## src/dbps_pkg.sv

```systemverilog
package dbps_pkg;

   localparam int COUNT_BITS = 16;

   localparam int CSR_IDX_W  = 3;
   localparam int CSR_DATA_W = 32;

   localparam logic [CSR_IDX_W-1:0] CSR_START_PRICE    = 3'd0;
   localparam logic [CSR_IDX_W-1:0] CSR_STRIKE_PRICE   = 3'd1;
   localparam logic [CSR_IDX_W-1:0] CSR_UPPER_BARRIER  = 3'd2;
   localparam logic [CSR_IDX_W-1:0] CSR_LOWER_BARRIER  = 3'd3;
   localparam logic [CSR_IDX_W-1:0] CSR_DRIFT_PER_STEP = 3'd4;
   localparam logic [CSR_IDX_W-1:0] CSR_VOL_PER_STEP   = 3'd5;
   localparam logic [CSR_IDX_W-1:0] CSR_PAIRS_PER_PATH = 3'd6;

   localparam logic [32:0] COUNT_MAX = 33'((64'd1 << COUNT_BITS) - 64'd1);

   localparam logic [32:0] ONE_Q30     = 33'h0_4000_0000;
   localparam logic [31:0] MAX32       = 32'hFFFF_FFFF;
   localparam logic [30:0] TWO_LN2_Q30 = 31'd1488522236;
   localparam logic [30:0] HALF_PI_Q30 = 31'd1686629713;
   localparam logic [30:0] LOG2E_Q30   = 31'd1549082005;
   localparam logic [29:0] LN2_Q30     = 30'd744261118;

   localparam int LOG_ROUNDS  = 28;
   localparam int SQRT_ROUNDS = 32;
   localparam int SIN_TERMS   = 10;
   localparam int EXP_TERMS   = 16;

   localparam int QUEUE_DEPTH = 2;
   localparam int QPTR_W      = $clog2(QUEUE_DEPTH);

   localparam logic [35:0] RCP_NUM = 36'hF_FFFF_FFFF;

   localparam logic [8:0] SIN_DIV [SIN_TERMS] = '{
      9'd6, 9'd20, 9'd42, 9'd72, 9'd110, 9'd156, 9'd210, 9'd272, 9'd342, 9'd420};
   localparam logic [8:0] COS_DIV [SIN_TERMS] = '{
      9'd2, 9'd12, 9'd30, 9'd56, 9'd90, 9'd132, 9'd182, 9'd240, 9'd306, 9'd380};
   localparam logic [8:0] EXP_DIV [EXP_TERMS] = '{
      9'd1, 9'd2, 9'd3, 9'd4, 9'd5, 9'd6, 9'd7, 9'd8,
      9'd9, 9'd10, 9'd11, 9'd12, 9'd13, 9'd14, 9'd15, 9'd16};

   localparam logic [35:0] SIN_RCP [SIN_TERMS] = '{
      RCP_NUM / 36'd6,   RCP_NUM / 36'd20,  RCP_NUM / 36'd42,  RCP_NUM / 36'd72,
      RCP_NUM / 36'd110, RCP_NUM / 36'd156, RCP_NUM / 36'd210, RCP_NUM / 36'd272,
      RCP_NUM / 36'd342, RCP_NUM / 36'd420};
   localparam logic [35:0] COS_RCP [SIN_TERMS] = '{
      RCP_NUM / 36'd2,   RCP_NUM / 36'd12,  RCP_NUM / 36'd30,  RCP_NUM / 36'd56,
      RCP_NUM / 36'd90,  RCP_NUM / 36'd132, RCP_NUM / 36'd182, RCP_NUM / 36'd240,
      RCP_NUM / 36'd306, RCP_NUM / 36'd380};
   localparam logic [35:0] EXP_RCP [EXP_TERMS] = '{
      RCP_NUM / 36'd1,  RCP_NUM / 36'd2,  RCP_NUM / 36'd3,  RCP_NUM / 36'd4,
      RCP_NUM / 36'd5,  RCP_NUM / 36'd6,  RCP_NUM / 36'd7,  RCP_NUM / 36'd8,
      RCP_NUM / 36'd9,  RCP_NUM / 36'd10, RCP_NUM / 36'd11, RCP_NUM / 36'd12,
      RCP_NUM / 36'd13, RCP_NUM / 36'd14, RCP_NUM / 36'd15, RCP_NUM / 36'd16};

   typedef logic signed [32:0] norm_type;

   typedef struct packed {
      norm_type n0;
      norm_type n1;
   } pair_type;

   typedef struct packed {
      logic        start;
      logic [32:0] t;
      logic [31:0] m;
      logic [8:0]  d;
      logic [35:0] rcp;
   } term_req_type;

   typedef struct packed {
      logic [31:0] start_price;
      logic [31:0] strike_price;
      logic [31:0] upper_barrier;
      logic [31:0] lower_barrier;
      logic [31:0] drift_per_step;
      logic [30:0] vol_per_step;
      logic [15:0] pairs_per_path;
   } cfg_type;

   localparam cfg_type CFG_RESET = '{
      start_price:    32'd6553600,
      strike_price:   32'd5898240,
      upper_barrier:  32'd10485760,
      lower_barrier:  32'd4915200,
      drift_per_step: 32'hFFFF_F9B5,
      vol_per_step:   31'd3037000,
      pairs_per_path: 16'd5000};

endpackage

```

## src/dbps_queue.sv

```systemverilog
module dbps_queue import dbps_pkg::*; (
   input  logic     clock,
   input  logic     reset,
   input  logic     push,
   input  pair_type push_data,
   output logic     full,
   input  logic     pop,
   output pair_type pop_data,
   output logic     not_empty
);

   pair_type            mem_ff [QUEUE_DEPTH];
   logic [QPTR_W-1:0]   wr_ff, wr_in;
   logic [QPTR_W-1:0]   rd_ff, rd_in;
   logic [QPTR_W:0]     count_ff, count_in;

   always_comb begin
      wr_in    = wr_ff;
      rd_in    = rd_ff;
      count_in = count_ff;
      if (push) begin
         wr_in = (wr_ff == QPTR_W'(QUEUE_DEPTH - 1)) ? '0 : wr_ff + 1'b1;
      end
      if (pop) begin
         rd_in = (rd_ff == QPTR_W'(QUEUE_DEPTH - 1)) ? '0 : rd_ff + 1'b1;
      end
      if (push && !pop) begin
         count_in = count_ff + 1'b1;
      end else if (pop && !push) begin
         count_in = count_ff - 1'b1;
      end
   end

   always_ff @(posedge clock) begin
      if (reset) begin
         wr_ff    <= '0;
         rd_ff    <= '0;
         count_ff <= '0;
      end else begin
         wr_ff    <= wr_in;
         rd_ff    <= rd_in;
         count_ff <= count_in;
      end
      if (push) begin
         mem_ff[wr_ff] <= push_data;
      end
   end

   assign full      = (count_ff == (QPTR_W+1)'(QUEUE_DEPTH));
   assign not_empty = (count_ff != '0);
   assign pop_data  = mem_ff[rd_ff];

`ifndef SYNTH
   a_no_overflow: assert property (@(posedge clock) disable iff (reset) push |-> !full)
      else $error("Word pushed into a full queue.");
   a_no_underflow: assert property (@(posedge clock) disable iff (reset) pop |-> not_empty)
      else $error("Word popped from an empty queue.");
   a_count_range: assert property (@(posedge clock) disable iff (reset)
      count_ff <= (QPTR_W+1)'(QUEUE_DEPTH))
      else $error("Queue count beyond its depth.");
`endif

endmodule

```

## config.mk

```make
export PLATFORM = sky130hd
export DESIGN_NAME = dbps_queue
export DESIGN_NICKNAME = d
export VERILOG_FILES = /design/src/dbps_pkg.sv /design/src/dbps_queue.sv
export SDC_FILE = /design/constraint.sdc
export NUM_CORES = 1
export LEC_CHECK = 0
export BUFFER_PORTS_ARGS = -buffer_cell sky130_fd_sc_hd__buf_2
export CAP_MARGIN = 25
export CORE_MARGIN = 2
export CORE_UTILIZATION = 56
export CTS_BUF_LIST = sky130_fd_sc_hd__clkbuf_16
export DETAILED_ROUTE_END_ITERATION = 7
export PLACE_DENSITY_LB_ADDON = 0.25
export REMOVE_ABC_BUFFERS = 1
export SLEW_MARGIN = 20
export SYNTH_ARGS = -nofsm -noshare
export SYNTH_HDL_FRONTEND = slang
export SYNTH_SLANG_ARGS = --single-unit
```

## constraint.sdc

```tcl
create_clock -name clock -period 9.7 [get_ports clock]
set_clock_uncertainty 0.15 [all_clocks]
set_input_delay 1.94 -clock clock [delete_from_list [all_inputs] [get_ports clock]]
set_output_delay 1.94 -clock clock [all_outputs]
set_load 0.05 [all_outputs]
```

# After elaboration in Yosys (flattened, before gate mapping)
# Memories as Yosys holds them, arrays and structs flattened. A register that Yosys moved wholly into a read port is not among the register bits.
# Index checks and enable logic that the tools add are counted.
# word_totals
ram_bits	132
inputBits	70
memories	1
regBits	4
output_inout_bits	68
wordCells	23
# op_classes
eq_ne	1
n_addsub	4
mux	8
n_reduce_logical	6
# mem_list
memory	words	width	rd	rd_clocked_by_memory_dff	write_ports	line	rtl
mem_ff	2	66	1	1	1	dbps_queue.sv:12	pair_type mem_ff [QUEUE_DEPTH];
# ops
op	count
1-bit 2-to-1 mux	6
2-bit 2-to-1 mux	2
2-bit nonzero test	2
1-bit adder (second input constant)	2
2-bit by 1-bit adder with 2-bit output (second input constant)	1
2-bit equality test (second input constant)	1
1-bit logical AND	2
1-bit zero test	2
2-bit by 1-bit subtractor with 2-bit output (second input constant)	1

# Logic depth before layout (Yosys ltp)
# Gate-level depths: netlist (run 1).
# depth
depth_word	4
ltp_mapped	5
ltp_nobuf	5

# Worst setup path after synthesis (run 1)
# Ideal clock, no wire load.
# synth_timing
path_kind	input-to-reg
start	in push
end	mem mem_ff[0][0] in the netlist's numbering (enable)
path_slack_ps	4212
required_time_ps	9052
t_arrival_ps	4840
cell_stages	1
n_path_buf	0
setup_time_ps	498
cell_sequence	nor2b_1
# synth_via
elab_chain_cells	2
# synth_lines
item	line	rtl
start, declared	dbps_queue.sv:4	input logic push,
1-bit 2-to-1 mux	dbps_queue.sv:44	if (push) begin
1-bit 2-to-1 mux (not written as such)	dbps_queue.sv:45	mem_ff[wr_ff] <= push_data;
end, declared	dbps_queue.sv:12	
# No other way between the ends.

==> reports/results.txt, run 1 <==
The flow ran to the end, and the final reports show no timing, DRC or antenna violations. The fraction of registers with async set or reset after synthesis came out at 0%. The area added between synthesis and finish was 28.42%; the overall die width was 98.34 um.

TritonCTS built the clock tree. Post-CTS timing repair inserted 0 buffers for setup. The sequential fraction of the synthesis area was 81.55%; the number of enable-type register cells in the synthesized netlist was 132. Data arrives at the worst endpoint at 2.40 ns. The run gives 0.7147 as the routability congestion estimate from global placement. For this run, the leading register cell type out of synthesis is sky130_fd_sc_hd__edfxtp_1. The run gives 34 as the cell row count. The floorplan step defined a die boundary enclosing 9670 um^2.

The min-delay analysis places its worst path in the category flip-flop to flip-flop. The routed layout has 2548 vias. For this design, the CTS-stage hold fixing added 0 buffers.

The post-synthesis instance area is 4984 um^2. Gates resized during post-CTS repair numbered 0. The via count of the first global-routing pass is 2702, and the number of nets with antenna violations after detailed routing is 0. In the routed design, unresolved DRC markers number 0.

The run gives 0 as the final hold violation count. By area, the combinational part of the netlist is dominated by multiplexers. Power spread over the standard cell area amounts to 251.7 nW/um^2.

For this block, the initial DRC count from the detailed router was 137. The repair_antennas step left the layout with diodes totalling 0. Once detailed placement completed, the half-perimeter wirelength came to 5361 um. The clock tree synthesis step divided the H-tree into 4 levels. Using the TritonRoute via totals, the vias-per-cell ratio works out to 5.116. The run gives 450 as the number of nets in the finished design. Once the floorplan was initialized, standard cells occupied 57.43% of the core.

The max-slew violation count is 0, and the maximum fanout along the worst path is 34. The tree built by TritonCTS fans out to 137 sinks. The slew at the pin closest to its max-slew limit is 0.8644 ns, and the minimum clock period is 4.493 ns. Summed over all failing endpoints, the final setup total negative slack is 0 ns.

For the CTS buffer count, the log shows 17. After detailed routing, the total wire length is 8432 um. The area share of and/or/nand/nor cells after synthesis was 0.9792%.

The worst path uses 46.32% of the clock period. The tools report the count of mapped cells out of synthesis as 227. The number of failing setup endpoints in the final timing report was 0. Setup repair after global routing left no endpoint under its margin. The logs give 0.40 ns for the insertion delay to the later sink of the worst-skew pair and 0 for the number of warnings reported in the yosys synthesis log. Timing would allow up to 222.6 MHz. Number of synthesized register bits: 137.

The leftover overflow at the end of global routing is 0, and the worst supply voltage drop on vdd is 0.0001972 V. At the placement stage, the worst setup path has a slack of 5.596 ns. For the worst setup path, the data required time is 7.61 ns. Die height: 98.34 um. After synthesis, the netlist uses 17 different library cells.

The count of maximum capacitance violations is 0, and the mux cell area share after synthesis is 14.91%. Setup slack closes at 5.207 ns. The post-synthesis share of cell area spent on xor and xnor gates was 0.7030%; the ratio of cells with drive above 1 in the final layout was 61.79%. The core region is 8678 um^2.

For the total global-route track usage, the log shows 18.20%. The critical path class was flip-flop to output pin. The worst setup path is captured at an output pin. The run gives 2 as the deepest clock path buffer count.

After detailed routing, the average wire length per cell comes to 16.93 um. For the static leakage, the log shows 0.002453 uW. After Yosys synthesis, full adders, half adders and majority gates account for 0.2511% of the synthesized area.

After clock tree synthesis, the clock-pin slew on the worst setup and hold paths is 0.06 ns. Entering global routing, the biggest net connects 67 pins. The top-level I/O count came out at 138. STA classifies the critical path startpoint as a flip-flop. The first-pass GRT wire length came out at 13100 um.

Before antenna repair, the detailed router went through 4 iterations. Buffers placed on the I/O ports in this run total 137. Headroom to the max-slew limit came out at 42.37%.

The number of antenna violations at the first check in global routing is 1. Summing the areas of all compound-gate instances in the mapped netlist gives 0.2009% of the synthesized area. The synthesized area per cell works out to 21.95 um^2. CTS placed an instance of sky130_fd_sc_hd__clkbuf_16 at the clock tree root.
-- worst paths after layout --
path	from	end	slack [ns]	cells past startpoint
setup / recovery	flip-flop	pop_data[37]	5.21	3
hold / removal	count_ff[1]	count_ff[1]	0.36	2
setup reg to reg	wr_ff	mem_ff[1][32]	7.89	2
hold reg to reg	count_ff[1]	count_ff[1]	0.36	2
-- through the flow --
| stage | cell area, um^2 | power (uW) | cells | utilization [%] | hold WS, ns |
|---|---|---|---|---|---|
| 2_1_floorplan | 4917 | 890.1 | 220 | - | 0.3064 |
| 3_3_place_gp | 5771 | 945.4 | 468 | 66.49 | 0.3225 |
| 3_5_place_dp | 5771 | 950.2 | 468 | 66.49 | 0.3524 |
| 4_1_cts | 6400 | 1628 | 498 | 73.75 | 0.3618 |
| 5_1_grt | 6400 | 1665 | 498 | 73.75 | 0.4041 |
| 6_report | 6400 | 1611 | 498 | 73.75 | 0.3555 |
-- routing by layer --
layer	GRT usage [%]	share of wire [%]	wire length [um]	vias to the layer above
met5	0	0.083	7	-
met4	7.271	1.2	97	2
met3	8.304	8.4	710	11
met2	28.57	49	4141	99
met1	22.18	41	3476	1233
li1	-	-	-	1203
-- state kept, by name, summed over array words and instances (netlist names), named ones only --
signal,cells
rd_ff,1
wr_ff,1
mem_ff,132
count_ff,2
-- cells in the final DEF, fill, tap and decap left out, drive strengths merged --
cell,netlist,layout
a21oi,1,1
nor2b,1,1
dfxtp,5,5
ha,1,1
or3,1,1
and2,1,1
clkinv,0,7
edfxtp,132,132
and2b,1,1
xnor2,2,2
or2,1,1
mux2,66,66
inv,1,1
o21ai,1,1
clkinvlp,0,1
xor2,2,2
clkbuf,0,17
bufinv,0,5
nor2,4,4
buf,7,140
-- area by class of cell --
class                           count  area (um^2)
Clock buffer                       17        425.4
Clock inverter                     13        203.9
Fill cell                         540         2278
Inverter                            1        3.754
Multi-Input combinational cell     82        858.3
Sequential cell                   137         4065
Tap cell                          108        135.1
Timing Repair Buffer              140        708.2
-- critical path, stage by stage, from the launching register on --
cell                      delay [ns]
sky130_fd_sc_hd__dfxtp_2        0.83
sky130_fd_sc_hd__buf_4          0.52
sky130_fd_sc_hd__mux2_2         0.41
sky130_fd_sc_hd__buf_2          0.21
-- kinds of logic (layout without fill, tap and decap cells) --
kind of cell	count (synthesis)	count (layout)
buffers and inverters	8	171
xor gates and xnor gates	4	4
AOI/OAI and AO/OA	2	2
DFF	137	137
adders and majority gates	1	1
and+or+nand+nor	9	9
muxes	66	66
-- cell usage after synthesis (2+ instances only) --
cell | n | area, um^2
sky130_fd_sc_hd__buf_2 | 2 | 10.01
sky130_fd_sc_hd__buf_6 | 5 | 56.30
sky130_fd_sc_hd__dfxtp_1 | 5 | 100.1
sky130_fd_sc_hd__edfxtp_1 | 132 | 3964
sky130_fd_sc_hd__mux2_2 | 66 | 743.2
sky130_fd_sc_hd__nor2_1 | 4 | 15.01
sky130_fd_sc_hd__xnor2_1 | 2 | 17.52
sky130_fd_sc_hd__xor2_1 | 2 | 17.52
-- where the power goes --
part	leakage, uW	internal [uW]	switching [uW]
Combinational	0.000864	66.1	165
Sequential	0.00128	691	13.9
Clock	0.000308	452	223
Total	0.00245	1210	402
(Power assumes the default switching activity.)
==> inputs of run 2 (changes only) <==
Settings changed: ABC_AREA set to 1, CORE_UTILIZATION 56 to 52.
Clock period 9.7 ns to 4.5 ns, I/O delays scaled along.
==> run 2 against run 1 <==
  * Sequential power rose by 110%
  * Worst hold slack improved by 0.014 ns
  * Power rose by 110%
  * Sequential share of layout area fell by 1.8 points
  * Synthesized cell count rose by 4.8%
  * First-iteration DRC count fell by 27%
  * Design area rose by 3.0%
==> reports/results.txt, run 2 <==
The run finished with clean final reports. The number of failing setup endpoints in the final timing report came out at 0. The total iterations of the first detailed-routing run was 4; the die height was 103.5 um. Leaving out fill and tap cells, the most frequent cells in the layout are sky130_fd_sc_hd__buf_2 (137), sky130_fd_sc_hd__edfxtp_1 (132), sky130_fd_sc_hd__mux2_4 (40), sky130_fd_sc_hd__mux2_2 (26), sky130_fd_sc_hd__clkbuf_16 (17). Once the clock tree was built, the resizer swapped 0 gates to a different size. The register bank with the most flops is mem_ff.

The number of different library cells used by synthesis comes to 16. Ranked by total cell area, the synthesized netlist is headed by sky130_fd_sc_hd__edfxtp_1 (77%), sky130_fd_sc_hd__mux2_4 (12%), sky130_fd_sc_hd__mux2_2 (5.7%). At the end of routability-driven placement, the weighted congestion stood at 0.6938. Detailed placement finished with a half-perimeter wire length of 5652 um.

The synthesized netlist occupies a cell area of 5150 um^2. For the number of nets with antenna violations after detailed routing, the log shows 0. The logs give 2 for the deepest clock path buffer count and 0.40 ns for the insertion delay to the later sink of the worst-skew pair. Clock-pin slew was measured on the worst setup and hold paths at 0.05 ns.

The core region is 9684 um^2. Setup repair after global routing left no endpoint under its margin. Input and output buffers added on the ports amount to 137.

Counting flops with an async set or reset pin after synthesis yields a share of 0%. The via count of the first global-routing pass is 2727, and the static leakage is 0.002630 uW. The die area is 10720 um^2.

For the final routed database, the setup TNS stands at 0 ns. TritonCTS built the clock tree. Across the run, the number of max-cap violations was 0. The worst setup path is captured at an output pin. The tools report the total global-route track usage as 16.74%. The run gives 463 as the number of nets in the finished design. Summed over all layers, the routed wires come to 8581 um.

For this design the ratio of total power to cell area is 508.1 nW/um^2. After the first detailed-routing iteration, the DRC count stood at 100. The ratio of routed vias to standard cells is 4.901. The largest registers in the layout are mem_ff (132), count_ff (2). At the pin with the least slew margin, the transition time is 0.8992 ns. The register with the most flip-flops in the layout has 132 of them. Sequential elements use 78.91% of the synthesized area. Compared with the post-synthesis result, the final layout area differs by 27.99%. For the cell row count, the log shows 36.

In the synthesized netlist, the number of instances is 238. The tools report the number of buffers added to fix hold violations after cts as 0. Once the floorplan was initialized, standard cells occupied 53.18% of the core. The repair_antennas step left the layout with diodes totalling 0. Of the cells placed in the final design, the portion with a size suffix greater than 1 is 59.01%. For this run, the leading register cell type out of synthesis is sky130_fd_sc_hd__edfxtp_1. The tools report the clock root buffer as sky130_fd_sc_hd__clkbuf_16.

Once routing completed, OpenROAD measured the worst setup slack at 1.460 ns. The overall die width is 103.5 um. The commonest cells after synthesis are sky130_fd_sc_hd__edfxtp_1 (132), sky130_fd_sc_hd__mux2_4 (40), sky130_fd_sc_hd__mux2_2 (26), sky130_fd_sc_hd__inv_1 (9).

Of all nets on the critical path, the largest fanout is 40. For the max-slew violation count, the log shows 0. The number of sinks on the clock net is 137, and the minimum clock period is 3.040 ns. Average routed wire per standard cell: 15.95 um. For this run, the top clock speed supported by timing is 328.9 MHz. The synthesized design contains 137 register bits.

OpenSTA, run right after detailed placement, puts the worst setup slack at 1.798 ns. In this run the mean area of a mapped cell was 21.64 um^2. Leftover overflow at the end of global routing: 0. The number of antenna violations at the first check in global routing was 1.

The most numerous cell in the Yosys netlist is sky130_fd_sc_hd__edfxtp_1. Critical path class: flip-flop to output pin. For the number of remaining DRC errors, the log shows 0. Counting flops with a built-in enable in the synthesized netlist gives 132. The tools report the reg-to-reg critical path startpoint as wr_ff. The number of setup buffers added after CTS is 0. The first global-routing pass estimated 13320 um of wire. The number of clock buffers added by TritonCTS is 17. The largest area contributor in the synthesized netlist is sky130_fd_sc_hd__edfxtp_1. In this run the most critical hold path is launched from rd_ff.

The logs give 68.06% for the end-of-flow core utilization and 0 for the final hold violation count. The clock tree synthesis step divided the H-tree into 4 levels. The tools report the number of warnings reported in the yosys synthesis log as 0. The run gives 42 as the largest net degree at the start of global routing. STA classifies the critical path startpoint as a flip-flop.

At the worst endpoint, the arrival time is 1.99 ns. Data on the critical path is required at its endpoint by 3.45 ns. For this design the top-level I/O count stands at 138. The ratio of final minimum period to clock period is 67.57%. In this run the tightest slew margin relative to its limit is 39.96%.

The library cell used most frequently in the layout, excluding fill and tap cells, is sky130_fd_sc_hd__buf_2. In this run the biggest area consumer among cell types represents 76.97% of the synthesized area. For the total number of vias, the log shows 2637. Worst hold slack across all endpoints: 0.3691 ns.

The worst hold path belongs to the class flip-flop to flip-flop. The worst supply voltage drop on vdd is 0.0002837 V.
## run 2: changes by cell type after synthesis, sizes merged, moves of 2 or more
cell / before / now
inv: 1 / 9
nand2: 0 / 6
nor2: 4 / 6
xor2: 2 / 0
## run 2: final timing paths
check | endpoint | slack (ns) | depth (start not counted)
max | pop_data[64] | 1.46 | 3
min reg2reg | rd_ff | 0.37 | 2
min | rd_ff | 0.37 | 2
max reg2reg | mem_ff[1][51] | 2.51 | 3
## run 2: critical path: stages, from the launching register on
cell	delay (ns)
sky130_fd_sc_hd__dfxtp_4	0.66
sky130_fd_sc_hd__buf_16	0.32
sky130_fd_sc_hd__mux2_2	0.37
sky130_fd_sc_hd__buf_2	0.21
## run 2: layout make-up
cell class	count	area, um^2
flip-flops and latches	137	4068
fillers	694	3093
multi-input cells	85	993.5
repair buffers	142	743.2
clock buffers	17	425.4
well taps	133	166.4
clock inverters	15	161.4
inverters	9	33.78
## run 2: logic make-up (layout without fill, tap and decap cells)
group	count (synthesis)	after routing	synth area share (%)
mux	66	66	17.35
simple gates	15	15	1.190
flops	137	137	78.91
fa+ha+maj	1	1	0.2429
compound gates	2	2	0.1942
buf+inv	16	183	1.944
xor+xnor	1	1	0.1701
## run 2: through the flow
| stage | cell area [um^2] | total power, uW | std cells |
|---|---|---|---|
| 6_report | 6591 | 3349 | 538 |
| 5_1_grt | 6591 | 3459 | 538 |
| 3_5_place_dp | 6005 | 2036 | 506 |
| 4_1_cts | 6591 | 3383 | 538 |
| 3_3_place_gp | 5977 | 2022 | 505 |
| 2_1_floorplan | 5084 | 1917 | 231 |
## run 2: routing by layer
metal	share of wire [%]	GRT usage [%]
met3	6.4	6.923
met5	0.082	0
met4	0.98	6.660
met1	41	19.81
met2	52	27.39
## run 2: power breakdown
| group | total [uW] | internal [uW] | switching [uW] |
|---|---|---|---|
| Sequential | 1510 | 1480 | 29.6 |
| Combinational | 498 | 160 | 338 |
| Clock | 1340 | 861 | 484 |
